===== src/rtl/core/paired_output_completion_tracker_defines.svh =====
// Assertion macros for the paired output completion tracker.
// Depends on nothing; the including module supplies clk and rst_n.
`ifndef PAIRED_OUTPUT_COMPLETION_TRACKER_DEFINES_SVH
`define PAIRED_OUTPUT_COMPLETION_TRACKER_DEFINES_SVH

// Check a condition at every clock edge outside reset.
`define POCT_ASSERT_ALWAYS(lbl, cond, msg) \
  lbl: assert property (@(posedge clk) disable iff (!rst_n) (cond)) else $error(msg);

// Check that a trigger is followed by a consequence in the next cycle.
`define POCT_ASSERT_NEXT(lbl, trig, cons, msg) \
  lbl: assert property (@(posedge clk) disable iff (!rst_n) (trig) |=> (cons)) \
    else $error(msg);

`endif


===== src/rtl/core/poct_pkg.sv =====
// Package for the paired output completion tracker: payload types, codes,
// state type and default sizes. Depends on nothing.
`default_nettype none

package poct_pkg;

  localparam int MAX_ENTRIES_DEF = 16;
  localparam logic [4:0] CAP_RESET = 5'd16;

  localparam logic [1:0] ACT_BEGIN  = 2'd0;
  localparam logic [1:0] ACT_RECORD = 2'd1;
  localparam logic [1:0] ACT_CLEAR  = 2'd2;

  localparam logic [2:0] STAT_ACCEPTED  = 3'd0;
  localparam logic [2:0] STAT_DUPLICATE = 3'd1;
  localparam logic [2:0] STAT_UNKNOWN   = 3'd2;
  localparam logic [2:0] STAT_MISMATCH  = 3'd3;
  localparam logic [2:0] STAT_CAPACITY  = 3'd4;

  typedef struct packed {
    logic [1:0]         action;
    logic [31:0]        frame_tag;
    logic signed [63:0] frame_pts;
    logic signed [63:0] encoder_stamp;
    logic               output_slot;
  } in_item_t;

  typedef struct packed {
    logic [2:0] status;
    logic [4:0] occupancy;
  } out_item_t;

  typedef struct packed {
    logic [31:0] key;
    logic [63:0] frame_pts;
    logic [63:0] encoder_stamp;
    logic        got_a;
    logic        got_b;
  } entry_t;

  typedef enum logic [1:0] {
    S_IDLE,
    S_SCAN,
    S_DRAIN,
    S_FINISH
  } state_t;

endpackage

`default_nettype wire


===== src/rtl/core/paired_output_completion_tracker.sv =====
// Paired output completion tracker: pending frame table in one synchronous
// memory with a sequential key scan. Depends on poct_pkg and the defines header.
`default_nettype none
`include "paired_output_completion_tracker_defines.svh"

// Usage
//   Input channel (in_valid / in_stall / in_data): one transfer per item:
//   begin, record or clear. The block takes one item at a time and stalls
//   the input until that item's result has been loaded into the output reg.
//   Output channel (out_valid / out_stall / out_data): one result per item,
//   status and the occupancy after the item.
//   Config port (cfg_we / cfg_wdata): capacity limit, written while idle.
//   Sequence: begin and record scan every table entry through the memory read
//   port, one entry per cycle, then pass a drain step and the finish step,
//   which loads the output register. Clear and the unused action go straight
//   to the finish step. The single memory read port sets the scan's pace.
//   Overlap: the next item can transfer in the cycle in which out_valid rises;
//   the block does not take a new item before the last one's result is loaded.
//   Stall: a finished result waits in the output register; a further result
//   is held back in the finish step until the receiver takes the pending one.
//   Reset: all valid bits and the count clear at once, the limit returns to
//   16; entry payloads are kept, since only valid entries can match.
module paired_output_completion_tracker #(
  parameter int MAX_ENTRIES = poct_pkg::MAX_ENTRIES_DEF
) (
  input  wire logic                clk,
  input  wire logic                rst_n,
  input  wire logic                in_valid,
  output logic                     in_stall,
  input  wire poct_pkg::in_item_t  in_data,
  output logic                     out_valid,
  input  wire logic                out_stall,
  output poct_pkg::out_item_t      out_data,
  input  wire logic                cfg_we,
  input  wire logic [4:0]          cfg_wdata
);
  import poct_pkg::*;

  localparam int IDXW = (MAX_ENTRIES > 1) ? $clog2(MAX_ENTRIES) : 1;
  localparam int CW   = $clog2(MAX_ENTRIES + 1);
  localparam int LW   = (CW > 5) ? CW : 5;

  // Control and capture registers
  state_t            state_r, state_nxt;
  logic [4:0]        cap_r;
  logic [MAX_ENTRIES-1:0] valid_r, valid_nxt;
  logic [CW-1:0]     count_r, count_nxt;
  in_item_t          item_r;
  logic [IDXW-1:0]   scan_idx_r;
  logic              cmp_live_r;
  logic              cmp_valid_r;
  logic [IDXW-1:0]   cmp_idx_r;
  logic              hit_r;
  logic [IDXW-1:0]   hit_idx_r;
  entry_t            hit_ent_r;
  logic              free_found_r;
  logic [IDXW-1:0]   free_idx_r;
  logic              out_valid_r;
  out_item_t         out_data_r;

  // Table memory
  entry_t            mem [MAX_ENTRIES];
  entry_t            rd_data_r;
  logic              mem_we;
  logic [IDXW-1:0]   mem_waddr;
  entry_t            mem_wdata;

  logic              in_xfer;
  logic              out_xfer;
  logic              fin_go;
  logic              scan_last;
  logic              cmp_hit;
  logic [2:0]        status_nxt;
  logic [LW-1:0]     count_ext;
  logic [LW-1:0]     limit_ext;
  logic              slot_marked;
  logic              new_a;
  logic              new_b;

  assign in_xfer   = in_valid && !in_stall;
  assign out_xfer  = out_valid_r && !out_stall;
  assign scan_last = (scan_idx_r == IDXW'(MAX_ENTRIES - 1));
  assign cmp_hit   = cmp_live_r && cmp_valid_r && (rd_data_r.key == item_r.frame_tag);
  assign fin_go    = (state_r == S_FINISH) && (!out_valid_r || !out_stall);

  assign in_stall  = (state_r != S_IDLE);
  assign out_valid = out_valid_r;
  assign out_data  = out_data_r;

  // Next state
  always_comb begin
    state_nxt = state_r;
    case (state_r)
      S_IDLE: begin
        if (in_xfer) begin
          if (in_data.action == ACT_BEGIN || in_data.action == ACT_RECORD) begin
            state_nxt = S_SCAN;
          end else begin
            state_nxt = S_FINISH;
          end
        end
      end
      S_SCAN: begin
        if (scan_last) begin
          state_nxt = S_DRAIN;
        end
      end
      S_DRAIN: begin
        state_nxt = S_FINISH;
      end
      S_FINISH: begin
        if (fin_go) begin
          state_nxt = S_IDLE;
        end
      end
      default: begin
        state_nxt = S_IDLE;
      end
    endcase
  end

  // Resolve the item in the finish step, after any scan: status, table update, count
  always_comb begin
    count_ext   = LW'(count_r);
    limit_ext   = (LW'(cap_r) > LW'(MAX_ENTRIES)) ? LW'(MAX_ENTRIES) : LW'(cap_r);
    slot_marked = item_r.output_slot ? hit_ent_r.got_b : hit_ent_r.got_a;
    new_a       = hit_ent_r.got_a | ~item_r.output_slot;
    new_b       = hit_ent_r.got_b | item_r.output_slot;

    status_nxt  = STAT_ACCEPTED;
    valid_nxt   = valid_r;
    count_nxt   = count_r;
    mem_we      = 1'b0;
    mem_waddr   = hit_idx_r;
    mem_wdata.key           = item_r.frame_tag;
    mem_wdata.frame_pts     = item_r.frame_pts;
    mem_wdata.encoder_stamp = item_r.encoder_stamp;
    mem_wdata.got_a         = 1'b0;
    mem_wdata.got_b         = 1'b0;

    case (item_r.action)
      ACT_BEGIN: begin
        if (hit_r) begin
          status_nxt = STAT_DUPLICATE;
        end else if (count_ext >= limit_ext || !free_found_r) begin
          status_nxt = STAT_CAPACITY;
        end else begin
          mem_we                = fin_go;
          mem_waddr             = free_idx_r;
          valid_nxt[free_idx_r] = 1'b1;
          count_nxt             = count_r + CW'(1);
        end
      end
      ACT_RECORD: begin
        if (!hit_r) begin
          status_nxt = STAT_UNKNOWN;
        end else if (hit_ent_r.frame_pts != item_r.frame_pts ||
                     hit_ent_r.encoder_stamp != item_r.encoder_stamp) begin
          status_nxt = STAT_MISMATCH;
        end else if (slot_marked) begin
          status_nxt = STAT_DUPLICATE;
        end else begin
          mem_we          = fin_go;
          mem_wdata.got_a = new_a;
          mem_wdata.got_b = new_b;
          if (new_a && new_b) begin
            // Both outputs seen: free the entry
            valid_nxt[hit_idx_r] = 1'b0;
            count_nxt            = count_r - CW'(1);
          end
        end
      end
      ACT_CLEAR: begin
        valid_nxt = '0;
        count_nxt = '0;
      end
      default: begin
        // Unused action: no change
      end
    endcase
  end

  // Control registers
  always_ff @(posedge clk) begin
    if (!rst_n) begin
      state_r      <= S_IDLE;
      cap_r        <= CAP_RESET;
      valid_r      <= '0;
      count_r      <= '0;
      scan_idx_r   <= '0;
      cmp_live_r   <= 1'b0;
      hit_r        <= 1'b0;
      free_found_r <= 1'b0;
      out_valid_r  <= 1'b0;
    end else begin
      state_r    <= state_nxt;
      cmp_live_r <= (state_r == S_SCAN);
      if (cfg_we) begin
        cap_r <= cfg_wdata;
      end
      if (in_xfer) begin
        scan_idx_r   <= '0;
        hit_r        <= 1'b0;
        free_found_r <= 1'b0;
      end else begin
        if (state_r == S_SCAN) begin
          scan_idx_r <= scan_idx_r + IDXW'(1);
        end
        if (cmp_hit && !hit_r) begin
          hit_r <= 1'b1;
        end
        if (cmp_live_r && !cmp_valid_r && !free_found_r) begin
          free_found_r <= 1'b1;
        end
      end
      if (fin_go) begin
        valid_r     <= valid_nxt;
        count_r     <= count_nxt;
        out_valid_r <= 1'b1;
      end else if (out_xfer) begin
        out_valid_r <= 1'b0;
      end
    end
  end

  // Payload registers: item, scan pipeline, captured entry, result
  always_ff @(posedge clk) begin
    if (in_xfer) begin
      item_r <= in_data;
    end
    cmp_valid_r <= valid_r[scan_idx_r];
    cmp_idx_r   <= scan_idx_r;
    if (cmp_hit && !hit_r) begin
      hit_idx_r <= cmp_idx_r;
      hit_ent_r <= rd_data_r;
    end
    if (cmp_live_r && !cmp_valid_r && !free_found_r) begin
      free_idx_r <= cmp_idx_r;
    end
    if (fin_go) begin
      out_data_r.status    <= status_nxt;
      out_data_r.occupancy <= 5'(LW'(count_nxt));
    end
  end

  // Table memory: one write port, one registered read port
  always_ff @(posedge clk) begin
    if (mem_we) begin
      mem[mem_waddr] <= mem_wdata;
    end
    rd_data_r <= mem[scan_idx_r];
  end

  `POCT_ASSERT_ALWAYS(a_count_matches_valid, $countones(valid_r) == int'(count_r), "count and valid bits disagree")
  `POCT_ASSERT_ALWAYS(a_count_bounded, int'(count_r) <= MAX_ENTRIES, "occupancy above table size")
  `POCT_ASSERT_NEXT(a_finish_waits, (state_r == S_FINISH) && out_valid_r && out_stall, (state_r == S_FINISH) && out_valid_r, "result overwrote a pending output")
  `POCT_ASSERT_NEXT(a_busy_after_accept, in_xfer, state_r != S_IDLE, "accepted item left no work")

endmodule

`default_nettype wire

===== config.mk =====
export PLATFORM = sky130hd
export DESIGN_NAME = paired_output_completion_tracker
export DESIGN_NICKNAME = d
export VERILOG_FILES = /design/src/rtl/core/poct_pkg.sv /design/src/rtl/core/paired_output_completion_tracker.sv
export VERILOG_INCLUDE_DIRS = /design/src /design/src/rtl/core
export SDC_FILE = /design/constraint.sdc
export NUM_CORES = 2
export LEC_CHECK = 0
export BUFFER_PORTS_ARGS = -buffer_cell sky130_fd_sc_hd__buf_2
export CORE_ASPECT_RATIO = 0.8
export CORE_MARGIN = 2
export CORE_UTILIZATION = 62
export DETAILED_ROUTE_END_ITERATION = 8
export PLACE_DENSITY_LB_ADDON = 0.08
export SLEW_MARGIN = 10
export SYNTH_ARGS = -nofsm -noshare
export SYNTH_HDL_FRONTEND = slang
export SYNTH_SLANG_ARGS = --single-unit

===== constraint.sdc =====
create_clock -name clk -period 16.7 [get_ports clk]
set_input_delay 0.835 -clock clk [delete_from_list [all_inputs] [get_ports clk]]
set_output_delay 0.835 -clock clk [all_outputs]
set_load 0.02 [all_outputs]

======== Yosys cells after proc, flatten, opt, wreduce, memory -nomap -nowiden ========
Memory sizes are Yosys's and may differ from the RTL's. A register that Yosys moved wholly into a read port is not among the register bits.
Index checks and enable logic that the tools add are counted.
Widths: inputs -> output; s select.
word-level totals
  register bits after elaboration ......... 350
  logic and storage cells ................. 141
  memories kept ........................... 1
  input bits .............................. 173
  output and inout port bits .............. 10
  memory bits (writable) .................. 2592
cells by class
  eq/ne operators ......................... 19
  bitwise gates (word level) .............. 7
  add/sub/neg operators ................... 3
  reduce and logical (&&, ||, !) cells .... 30
  mux-type cells .......................... 50
  order comparisons ....................... 7
memory list
  memory  words  width  read ports  clocked after Yosys merged registers in  wr ports  RTL line                                source
  mem     16     162    1           1                                        1         paired_output_completion_tracker.sv:62  entry_t mem [MAX_ENTRIES];
operator list
  kind                count
  $ne 64x64->1        2
  $mux 16             6
  $pmux 16 s3         1
  $mux 5              7
  $eq 32x32->1        1
  $mux 2              10
  $ne 2x2->1 const B  9
  $and 16x16->16      1
  $not 16->16         1
  $or 16x16->16       1
  $lt 4x5->1 const B  3
  $pmux 5 s3          1
  $mux 1              14
  $mux 4              3
  $logic_and 1x1->1   11
  $demux 1 s4         2
  $ge 4x1->1 const B  2
  $pmux 2 s4          1
  $reduce_and 8->1    1
  $eq 2x1->1 const B  3
  $eq 2x2->1 const B  3
  $logic_not 1->1     6
  $logic_not 2->1     3
  $mux 3              2
  16 further kinds    22

======== Depth between registers and ports, before layout ========
  word-level depth ........................ 11
  mapped depth ............................ 11
  gate-level depth less buffers ........... 9

======== Least setup slack after synthesis ========
OpenSTA, ideal clock, no wires.
  path type ............................... reg2reg
  start ................................... register item_r[131] in the netlist's numbering
  end ..................................... register hit_ent_r[0] in the netlist's numbering, enable pin
  period minus slack after synthesis ...... 14.820 ns
  data arrival time ....................... 13.861 ns
  cell stages (with the launch flop) ...... 6
  path buffers ............................ 0
  required time ........................... 15.741 ns
  library setup time ...................... 0.959 ns
  setup slack ............................. 1.880 ns
  path through ............................ edfxtp_1 -> xnor2_1 -> nand4_1 -> nor4_1 -> nand4_1 -> nor4_1
between the ends
  cells in the longest elaborated chain, start to end .. 3
ends and longest elaborated chain
  what                    RTL line                                 source
  start, declared         paired_output_completion_tracker.sv:48   in_item_t item_r;
  start signal, assigned  paired_output_completion_tracker.sv:229  item_r <= in_data;
  $eq 32x32->1            paired_output_completion_tracker.sv:83   assign cmp_hit = cmp_live_r && cmp_valid_r && (rd_data_r.key == item_r.frame_tag);
  $logic_and 1x1->1       paired_output_completion_tracker.sv:83
  $logic_and 1x1->1       paired_output_completion_tracker.sv:233  if (cmp_hit && !hit_r) begin
  end signal, assigned    paired_output_completion_tracker.sv:235  hit_ent_r <= rd_data_r;
  end, declared           paired_output_completion_tracker.sv:55   entry_t hit_ent_r;
No other way between the ends.
A chain may end at the register's enable or synchronous reset.

======== Final worst setup path ========
  start ................................... register item_r[29] in the netlist's numbering
  end ..................................... memory mem[1][108] in the netlist's numbering, enable pin
between the ends
  cells in the longest elaborated chain, start to end .. 7
ends and longest elaborated chain
  what                          RTL line                                 source
  $ne 64x64->1                  paired_output_completion_tracker.sv:158  hit_ent_r.encoder_stamp != item_r.encoder_stamp) begin
  $logic_or 1x1->1              paired_output_completion_tracker.sv:157  end else if (hit_ent_r.frame_pts != item_r.frame_pts ||
  $mux 1                        paired_output_completion_tracker.sv:157
  $mux 1                        paired_output_completion_tracker.sv:155  if (!hit_r) begin
  $pmux 1 s2                    paired_output_completion_tracker.sv:141  case (item_r.action)
  $mux 1                        paired_output_completion_tracker.sv:248  if (mem_we) begin
  $mux 1 (implied by the code)  paired_output_completion_tracker.sv:249  mem[mem_waddr] <= mem_wdata;
  end, declared                 paired_output_completion_tracker.sv:62
No other way between the ends.

==> results <==
- The flow ran to the end, and the final reports show no timing, DRC or antenna violations.
- The slew at the pin with the worst max-slew slack is 1221 ps.
- The via count of the first global-routing pass is roughly 51000.
- The area enclosed by the die boundary is ~190000 µm².
- The reg-to-reg endpoint is mem[1][108].
- STA classifies the critical path endpoint as a register.
- Ranked by total cell area, the synthesized netlist is headed by sky130_fd_sc_hd__edfxtp_1 76%, sky130_fd_sc_hd__mux4_2 16%, sky130_fd_sc_hd__dfxtp_1 3.6%.
- The pre-antenna-repair detailed-routing pass consisted of 5 iterations.
- In this run, distinct cell masters in the synthesized netlist total between 50 and 60.
- The number of antenna violations at the first check in global routing came to 20.
- The detailed router finished its first iteration with roughly 7000 violations.
- The maximum clock rate is between 100 and 150 MHz.
- The placeable core region is ~180000 µm².
- The share of post-route cells with drive strength above 1 is 0.2934.
- The clock-pin slew on the worst setup and hold paths is about 60 ps.
- The overall die height is 387.9 µm.
- Once detailed placement completed, the half-perimeter wirelength came to about 130 mm.
- Among the stages of the critical path, the cell type that occurs most often is sky130_fd_sc_hd__buf_4.
- Along the worst hold path, the cell count comes to 1.
- The clock latency at the later pin of the worst-skew pair is slightly above 900 ps.
- Summing every instance area after synthesis gives between 100000 and 150000 µm².
- In the routed design, unresolved DRC markers number 0.
- The synthesized netlist net count is about 4800.
- The first-pass GRT wire length is ~370 mm.
- The utilization of the core after routing is 0.6992.
- The count of mapped cells out of synthesis is roughly 4700.
- The worst register-to-register path begins at item_r[29].
- The biggest area consumer among synthesized cells is sky130_fd_sc_hd__edfxtp_1.
- The register-to-register setup slack is between 9000 and 10000 ps.
- The number of slew-limit violations in the final report is 0.
- In this run, synthesis inferred about 2900 flip-flops with an integrated enable.
- In this run the number of H-tree levels came out at 5.
- The cell class contributing the biggest share of worst-path delay is simple AND/OR/NAND/NOR gates.
- The residual overflow from global routing is 0.
- At the end of the flow, the number of nets in the layout was 5219.
- The number of buffer cells added on primary ports is 182.
- The routability-driven placement congestion ratio is a little over 0.8.
- For this design the static power due to leakage is just under 40 nW.
- The total via count after detailed routing is ~51000.
- The fraction of the cycle the final worst path needs is 0.4161.
- The hold-critical path endpoint is item_r[30].
- The clock net in this run drives a total of 3104 sinks.
- Across the routed clock network, the largest skew measured is ~51 ps.
- The post-CTS resize count is 0.
- The all-layer global routing usage is 0.2780.
- After detailed routing, the total wire length is ~260 mm.
- The register bit count reported by yosys is 3104.
- The peak per-stage delay on the critical path is a little under 1000 ps.
- STA classifies the critical path startpoint as a register.
- The count of nets left with antenna violations once routing finished came out at 0.
- The most numerous cell in the Yosys netlist is sky130_fd_sc_hd__edfxtp_1.
- The share of the Yosys chip area taken by registers is 0.7983.
- The post-synthesis to final-layout area growth is 11.75%.
- Post-CTS timing repair inserted 0 buffers for setup.
- The worst IR drop on VDD is roughly 0.11 mV.
- The launch instance of the worst min-delay path is in_data[30].
- The deepest clock path buffer count is 4.
- The top flip-flop cell by instance count after synthesis is sky130_fd_sc_hd__edfxtp_1.
- Entering global routing, the biggest net connects around 130 pins.
- In the synthesized netlist the async set-or-reset flop fraction comes to 0.
- The worst hold path class is input pin to register.
- The signal arrival time at the worst endpoint is about 7500 ps.
- The total of max-cap violations is 0.
- The class of the most critical setup path is register to register.
- In this run, CTS created clock tree buffers numbering approximately 300.
- The maximum fanout encountered on the critical timing path is 48.
- For the worst flop-to-flop path, the logic depth is 10.
- After clock tree synthesis, the flow added hold-fix buffers numbering 0.
- The clock tree from TritonCTS is built.
- The count of buffering cells on the critical path with inverters included is 3.
- Headroom to the max-slew limit came out at 0.1861.
- The routed length per instance is about 34 µm.
- By count the netlist is led by 2901 x sky130_fd_sc_hd__edfxtp_1, 815 x sky130_fd_sc_hd__mux4_2, 203 x sky130_fd_sc_hd__dfxtp_1.
- The total negative slack for setup checks is 0 ps.
- Clock tree synthesis selected as its root buffer the cell sky130_fd_sc_hd__clkbuf_16.
- The setup violation total in the final timing report is 0.
- The fraction of synthesized cell area taken by the top area cell type is 0.7628.
- After synthesis, the mean cell area works out to 24.54 µm².
- The critical-path cell with the highest stage delay is sky130_fd_sc_hd__nor4_2.
- Using the TritonRoute via totals, the vias-per-cell ratio works out to roughly 6.7.
- The total power density per cell area is between 100 and 150 nW/µm².
- The final hold violation count is 0.
- Setup repair after global routing left no endpoint under its margin.
- The initial utilization of the core area, before any placement, comes to 0.6257.
- From left edge to right edge, the die measures 483.9 µm.
- The number of rows created at floorplan is 140.
- For the worst setup path, the data required time is between 15000 and 20000 ps.
- The minimum period implied by the final worst setup slack is around 7000 ps.
- The count of yosys warnings during synthesis is 0.
- about 180 I/O pins were placed.
- Traced cell by cell, the critical path runs through xnor2_1 > nand4_1 > nor4_2 > nand4_4 > nor3_1 > a31oi_1 > nor3_2 > buf_4 > buf_4 > buf_4.
[layout make-up]
cell class / instances / area, µm²
clock buffers: 423 / 8476
well taps: 2414 / 3020
diodes: 5 / 12.51
repair buffers: 279 / 1814
flip-flops and latches: 3104 / 91190
multi-input cells: 1326 / 22230
fillers: 10739 / 54900
inverters: 19 / 71.32
clock inverters: 94 / 809.5
[worst max-delay path by stage]
stage | from | to | slack, ps | cells past startpoint
after floorplan | item_r[131] | hit_ent_r[0] | 1880 | 5
after global placement | item_r[29] | mem[0][85] | 10010 | 10
after detailed placement | item_r[29] | mem[3][41] | 9940 | 10
after CTS | item_r[29] | mem[1][108] | 9880 | 10
after global routing | item_r[29] | mem[0][108] | 9550 | 10
final | item_r[29] | mem[1][108] | 9750 | 10
[logic make-up after synthesis]
group	count (synthesis)	synth area share
buffers and inverters	224	0.007855
AO/OA/AOI/OAI	107	0.006825
AND/OR/NAND/NOR	214	0.01101
flip-flops	3104	0.7983
XOR/XNOR	163	0.01250
adder cells (fa/ha/maj)	17	0.001862
multiplexers	825	0.1616
[power breakdown]
group | internal, W | switching, W
combinational | 0.000895 | 0.000821
sequential | 0.00903 | 0.000413
clock | 0.00374 | 0.00273
total | 0.0137 | 0.00397
[metrics by stage]
step,hold slack (ps),cells,power [W],setup WS (ps),cell area [µm²]
final,101.2,7664,0.01763,9750,127600
after detailed placement,388.7,7142,0.01135,9943,118300
after global routing,50.37,7659,0.01821,9552,127600
after floorplan,329.0,4654,0.01080,1880,114200
after global placement,386.7,7142,0.01131,10010,118300
after CTS,40.37,7659,0.01777,9876,127600
[metal layers]
layer  GRT usage  vias to the layer above  share of wire
met5           0                        -        0.00025
met1      0.4467                    27706           0.42
met4     0.05494                       10          0.018
li1            -                    20629              -
met2      0.4082                     2622           0.46
met3     0.05489                      344          0.099
[cell usage in the layout (no fill, tap or decap), types with 15 or more instances in the layout]
master                         n
sky130_fd_sc_hd__xnor2_1     148
sky130_fd_sc_hd__clkbuf_1     78
sky130_fd_sc_hd__nor3_1       18
sky130_fd_sc_hd__a31oi_1      21
sky130_fd_sc_hd__buf_4        83
sky130_fd_sc_hd__nor3_2       16
sky130_fd_sc_hd__nand2_1      23
sky130_fd_sc_hd__buf_2       182
sky130_fd_sc_hd__inv_1        19
sky130_fd_sc_hd__mux4_2      815
sky130_fd_sc_hd__nand4_1      43
sky130_fd_sc_hd__edfxtp_1   2901
sky130_fd_sc_hd__ha_1         17
sky130_fd_sc_hd__xor2_1       15
sky130_fd_sc_hd__and3_1       15
sky130_fd_sc_hd__clkinv_2     38
sky130_fd_sc_hd__clkbuf_8     40
sky130_fd_sc_hd__clkinv_1     32
sky130_fd_sc_hd__nor2_1       29
sky130_fd_sc_hd__dfxtp_1     199
sky130_fd_sc_hd__clkbuf_16   305
[state kept, by name, indices dropped and copies added (netlist names), 5 cells and up]
name	cells
cap_r	5
rd_data_r	162
item_r	163
hit_ent_r	130
mem	2592
out_data	8
valid_r	16
count_ext	5
No activity file was read; power rests on OpenSTA's default activity.
